[config.mk]
export PLATFORM = sky130hd
export DESIGN_NAME = wvm_ctrl
export DESIGN_NICKNAME = d
export VERILOG_FILES = /design/src/hdl/wvm_pkg.sv /design/src/hdl/wvm_ctrl.sv
export SDC_FILE = /design/constraint.sdc
export NUM_CORES = 1
export LEC_CHECK = 0
export ABC_AREA = 1
export BUFFER_PORTS_ARGS = -buffer_cell sky130_fd_sc_hd__buf_2
export CAP_MARGIN = 20
export CORE_UTILIZATION = 48
export CTS_CLUSTER_DIAMETER = 200
export CTS_CLUSTER_SIZE = 12
export DETAILED_ROUTE_END_ITERATION = 6
export GPL_ROUTABILITY_DRIVEN = 0
export PLACE_DENSITY = 0.78
export REMOVE_ABC_BUFFERS = 1
export SLEW_MARGIN = 40
export SYNTH_ARGS = -nofsm -noshare
export SYNTH_HDL_FRONTEND = slang
export SYNTH_SLANG_ARGS = --single-unit
[constraint.sdc]
create_clock -name aclk -period 1.55 [get_ports aclk]
set_input_delay 0 -clock aclk [delete_from_list [all_inputs] [get_ports aclk]]
set_output_delay 0 -clock aclk [all_outputs]
set_load 0.005 [all_outputs]
[src/hdl/wvm_pkg.sv]
// shared types, constants and codes of the wavetable voice mixer
package wvm_pkg;

    localparam int VOICE_COUNT_DEF = 6;
    localparam int TABLE_DEPTH_DEF = 2048;

    localparam logic [24:0] LEVEL_ONE = 25'h1000000;
    localparam logic [13:0] AGE_MAX   = 14'h3fff;

    // accumulator, scaled mix and divide widths (sized for up to 16 voices)
    localparam int SUM_W   = 35;
    localparam int SCALE_W = 53;
    // dividend clamp: anything above it saturates for every voice count
    localparam int DIVX_W  = 28;
    localparam int QUOT_W  = DIVX_W + 1;

    localparam logic [2:0] REG_ATTACK  = 3'd0;
    localparam logic [2:0] REG_DECAY   = 3'd1;
    localparam logic [2:0] REG_SUSTAIN = 3'd2;
    localparam logic [2:0] REG_RELEASE = 3'd3;
    localparam logic [2:0] REG_REL_AFT = 3'd4;
    localparam logic [2:0] REG_VOLUME  = 3'd5;

    localparam logic [24:0] ATTACK_RST  = 25'd349;
    localparam logic [24:0] DECAY_RST   = 25'd349;
    localparam logic [24:0] SUSTAIN_RST = 25'd8388608;
    localparam logic [24:0] RELEASE_RST = 25'd87;
    localparam logic [13:0] REL_AFT_RST = 14'd2400;
    localparam logic [16:0] VOLUME_RST  = 17'd65536;

    typedef enum logic [2:0] {
        STG_IDLE,
        STG_ATTACK,
        STG_DECAY,
        STG_SUSTAIN,
        STG_RELEASE
    } stage_t;

    typedef enum logic [3:0] {
        ST_IDLE,
        ST_POS,
        ST_RD0,
        ST_RD1,
        ST_INTERP,
        ST_MUL,
        ST_ACC,
        ST_NEXT,
        ST_SCALE,
        ST_DIVINIT,
        ST_DIV,
        ST_DONE
    } ctrl_state_t;

    typedef struct packed {
        logic [24:0] attack_step;
        logic [24:0] decay_step;
        logic [24:0] sustain_level;
        logic [24:0] release_step;
        logic [13:0] release_after;
        logic [16:0] volume;
    } cfg_t;

    typedef struct packed {
        logic pluck;
        logic sum_clr;
        logic pos_load;
        logic env_step;
        logic rd_hi;
        logic d0_cap;
        logic interp_load;
        logic mul_load;
        logic acc;
        logic age_inc;
        logic scale_load;
        logic div_init;
        logic div_step;
        logic out_load;
    } dp_cmd_t;

    typedef struct packed {
        logic out_busy;
    } dp_sts_t;

endpackage

[src/hdl/wvm_ctrl.sv]
// sequencer: walks the voices through the shared unit, then scales and divides
module wvm_ctrl
    import wvm_pkg::*;
#(
    parameter int VOICE_COUNT = VOICE_COUNT_DEF,
    parameter int VSEL_W      = (VOICE_COUNT > 1) ? $clog2(VOICE_COUNT) : 1
) (
    input  logic              aclk,
    input  logic              aresetn,
    input  logic              s_tvalid,
    input  logic              mode,
    input  logic [5:0]        active_mask,
    input  dp_sts_t           sts,
    output logic              s_tready,
    output dp_cmd_t           cmd,
    output logic [VSEL_W-1:0] vsel
);

    ctrl_state_t          state_reg, state_next;
    logic [VSEL_W-1:0]    vcnt_reg, vcnt_next;
    logic [5:0]           mask_reg, mask_next;
    logic [15:0]          mask_ext;
    logic                 last_voice;

    assign mask_ext   = {10'd0, mask_reg};
    assign last_voice = (vcnt_reg == VSEL_W'(VOICE_COUNT - 1));
    assign vsel       = vcnt_reg;

    always_ff @(posedge aclk) begin
        if (!aresetn) begin
            state_reg <= ST_IDLE;
            vcnt_reg  <= '0;
            mask_reg  <= '0;
        end else begin
            state_reg <= state_next;
            vcnt_reg  <= vcnt_next;
            mask_reg  <= mask_next;
        end
    end

    always_comb begin
        state_next = state_reg;
        vcnt_next  = vcnt_reg;
        mask_next  = mask_reg;
        cmd        = '0;
        s_tready   = 1'b0;
        case (state_reg)
            ST_IDLE: begin
                s_tready = 1'b1;
                if (s_tvalid) begin
                    if (mode) begin
                        cmd.pluck = 1'b1;
                    end else begin
                        cmd.sum_clr = 1'b1;
                        mask_next   = active_mask;
                        vcnt_next   = '0;
                        state_next  = ST_POS;
                    end
                end
            end
            ST_POS: begin
                if (mask_ext[vcnt_reg]) begin
                    cmd.pos_load = 1'b1;
                    state_next   = ST_RD0;
                end else begin
                    state_next = ST_NEXT;
                end
            end
            ST_RD0: begin
                cmd.env_step = 1'b1;
                state_next   = ST_RD1;
            end
            ST_RD1: begin
                cmd.rd_hi  = 1'b1;
                cmd.d0_cap = 1'b1;
                state_next = ST_INTERP;
            end
            ST_INTERP: begin
                cmd.interp_load = 1'b1;
                state_next      = ST_MUL;
            end
            ST_MUL: begin
                cmd.mul_load = 1'b1;
                state_next   = ST_ACC;
            end
            ST_ACC: begin
                cmd.acc    = 1'b1;
                state_next = ST_NEXT;
            end
            ST_NEXT: begin
                // every voice ages, sounding or not
                cmd.age_inc = 1'b1;
                if (last_voice) begin
                    state_next = ST_SCALE;
                end else begin
                    vcnt_next  = vcnt_reg + 1'b1;
                    state_next = ST_POS;
                end
            end
            ST_SCALE: begin
                cmd.scale_load = 1'b1;
                state_next     = ST_DIVINIT;
            end
            ST_DIVINIT: begin
                cmd.div_init = 1'b1;
                state_next   = ST_DIV;
            end
            ST_DIV: begin
                cmd.div_step = 1'b1;
                state_next   = ST_DONE;
            end
            ST_DONE: begin
                if (!sts.out_busy) begin
                    cmd.out_load = 1'b1;
                    state_next   = ST_IDLE;
                end
            end
            default: begin
                state_next = ST_IDLE;
            end
        endcase
    end

endmodule

==> flow_metrics.py <==
metrics = {
    "critical_path": {
        "critPathRequiredTime_ns": 1.55,
        "ff2ff_setup_slack_ns": 0.20,
        "crit_family": "simple AND/OR/NAND/NOR gates",
        "r2r_end": "vsel[0]$_SDFFE_PN0P_",
        "crit_buf_inv": 1,
        "crit_type": "flop to output pin",
        "endpoint_kind": "output pin",
        "max_stage_delay_ns": 0.33,
        "crit_fanout": 5,
        "worst_path_max_delay_cell": "dfxtp_1",
        "r2r_start": "vsel[1]$_SDFFE_PN0P_",
        "path_cells": "or2_4 > nor2_1 > a21boi_0 > buf_2",
        "rr_worst_depth": 7,
        "start_kind": "flop",
        "cp.arrival_ns": 1.42,
    },
    "worst_hold_path": {
        "whs_path_depth": 3,
        "hold_path_class": "input pin to flop",
        "hp-start": "active_mask[3]",
        "hold_end": "mask_reg[3]$_SDFFE_PN0P_",
    },
    "yosys": {
        "netlist_area_um2": 840,
        "synth_compound_area_frac": 0.165,
        "yosys.area.top_type_share": 0.310,
        "synthMuxAreaShare": 0,
        "synthXorXnorAreaFrac": 0,
        "synth_top_family_by_area": "simple AND/OR/NAND/NOR gates",
        "ys_top_cells_by_area": "dfxtp_1, nand2_1, nor2_1",
        "synth.avg_cell_area_um2": 7.24,
        "synth.largest_area_cell": "dfxtp_1",
        "ys_types": 27,
        "ys_seq_area_frac": 0.310,
        "synth_fa_ha_area_frac": 0.0298,
        "yosys.area_share.simple": 0.386,
        "yosys_warnings": 0,
        "ys_ff_latch": 13,
        "syn_inst": 116,
    },
    "grt": {
        "grt_max_degree": 14,
        "overflow": 0,
        "antenna_found_initial": 0,
        "grt_pass1_wl_um": 3280,
        "grt_use_total": 0.232,
        "first_global_vias": 795,
    },
    "final_layout": {
        "diodes": 0,
        "multiInputGateArea_um2": 488,
        "most-common-layout-cells": "buf_2, nand2_1, nor2_1, inv_1, dfxtp_1",
        "n_fill_cell": 137,
        "final_cell_count_no_fill": 166,
        "regArea_um2": 262,
        "final_area_um2": 1050,
        "drive_gt1_frac": 0.367,
        "final_nets": 164,
        "area_delta_synth_final_pct": 25.2,
        "mostFrequentLayoutCell": "buf_2",
        "largest_reg_flops": 6,
    },
    "sta": {
        "relSlewSlack": 0.828,
        "period_needed_ns": 1.42,
        "clock_skew_ns": 0.00223,
        "worst_slack_ns": 0.128,
        "timing.final.crit_share": 0.918,
        "drv_slew": 0,
        "fin_tns_setup_ns": 0,
        "tightest_slew_ns": 0.258,
        "finalSetupViolCount": 0,
        "hold_viol": 0,
        "rsz0062_at_grt": "no",
        "fmax_ghz": 0.703,
    },
    "power": {
        "leakage_nw": 0.524,
        "ir_drop_mv": 0.798,
        "powerDensity_nw_per_um2": 1310,
        "p_total_mw": 1.38,
    },
    "detailed_routing": {
        "post_drt_wl_per_cell_um": 12.1,
        "met3WireLength_um": 100,
        "ant_nets": 0,
        "top_layer": "met4",
        "drt-total-wl_um": 2010,
        "dr.pass1.iters": 4,
        "wl_met1_um": 870,
        "wl_met2_um": 1010,
        "num_vias": 874,
        "vias_per_cell": 5.27,
        "drc": 0,
        "drtIter0Drc": 30,
    },
    "cts": {
        "cts.sinks": 13,
        "clk_pin_slew_ns": 0.09,
        "clock_latency_ns": 0.28,
        "clockBufferDepth": 2,
        "cts_root_buffer": "clkbuf_4",
        "cts_buffers": 3,
        "htree_levels": 1,
        "post_cts_buffers": 0,
        "cts_tree": "done",
    },
    "floorplan": {
        "io_pins": 29,
        "die_w_um": 43.8,
        "start_util": 0.533,
        "rows": 14,
        "core_area_um2": 1580,
        "die_area_um2": 1920,
        "die_h_um": 43.8,
    },
    "place": {
        "preCtsSetupSlack_ns": 0.240,
        "portBuffers": 28,
        "placed_cell_area_um2": 972,
        "dpl.hpwl_um": 1440,
        "dp_cells": 157,
    },
    "job": {
        "maxCapViolations": 0,
    },
    "outcome": {
        "status": "finished clean",
    },
}
==> cell usage after synthesis, drive strengths merged <==
| cell type | number |
|---|---|
| nand4 | 1 |
| o21ai | 7 |
| nor2 | 20 |
| o31ai | 1 |
| a21boi | 1 |
| ha | 2 |
| nand3b | 1 |
| or2 | 1 |
| a21oi | 9 |
| dfxtp | 13 |
| nor3 | 2 |
| nand2 | 28 |
| a31oi | 1 |
| nand3 | 9 |
| buf | 3 |
| inv | 17 |
==> worst max path at each step <==
stage                               from              endpoint  slack (ns)  depth (start not counted)
3_3_place_gp        vsel[1]$_SDFFE_PN0P_  vsel[2]$_SDFFE_PN0P_        0.28                          8
6_report       state_reg[3]$_SDFFE_PN0P_               cmd[11]        0.13                          4
4_1_cts             vsel[0]$_SDFFE_PN0P_               cmd[11]        0.03                          7
2_1_floorplan  state_reg[3]$_SDFFE_PN0P_  vsel[2]$_SDFFE_PN0P_        0.35                          7
5_1_grt             vsel[0]$_SDFFE_PN0P_               cmd[11]        0.02                          7
3_5_place_dp        vsel[0]$_SDFFE_PN0P_  vsel[0]$_SDFFE_PN0P_        0.24                          6
==> power by group <==
part | internal, mW | switching (mW)
Sequential | 0.407 | 0.0583
Clock | 0.0956 | 0.122
Combinational | 0.270 | 0.425
Total | 0.772 | 0.606
==> cell type report <==
| cell class | instances | area share |
|---|---|---|
| clock buffers | 3 | 0.0214 |
| well taps | 16 | 0.0190 |
| multi-input cells | 83 | 0.464 |
| clock inverters | 1 | 0.00476 |
| flip-flops and latches | 13 | 0.249 |
| inverters | 17 | 0.0607 |
| repair buffers | 33 | 0.181 |
==> per-layer routing <==
metal	vias to the layer above	GRT usage
li1	439	-
met1	397	0.280
met2	34	0.415
met3	4	0.0375
met4	0	0.0750
met5	-	0
==> cell families (layout without fill, tap and decap cells) <==
family          count (synthesis)  in the layout
buf+inv                        20             54
flops                          13             13
simple gates                   62             62
compound gates                 19             19
fa+ha+maj                       2              2
==> per-stage QoR <==
stage	utilization	hold WS, ns
after global routing	0.667	0.0359
after detailed placement	0.617	0.249
after floorplan	-	0.0365
after CTS	0.666	0.0224
after global placement	0.617	0.237
final	0.667	0.0230
==> repair_timing <==
action / in CTS / in global routing
resized for setup: 0 / 1
endpoints found under the hold margin: 5 / 0
hold buffers: 5 / 0
endpoints found under the setup margin: 0 / 1
==> tightest hold or removal path, delay by kind of cell <==
kind / cells / cell delay, ns
buf+inv: 1 / 0.09
compound gates: 2 / 0.17
Note: power is estimated with default switching activity, not from simulation.
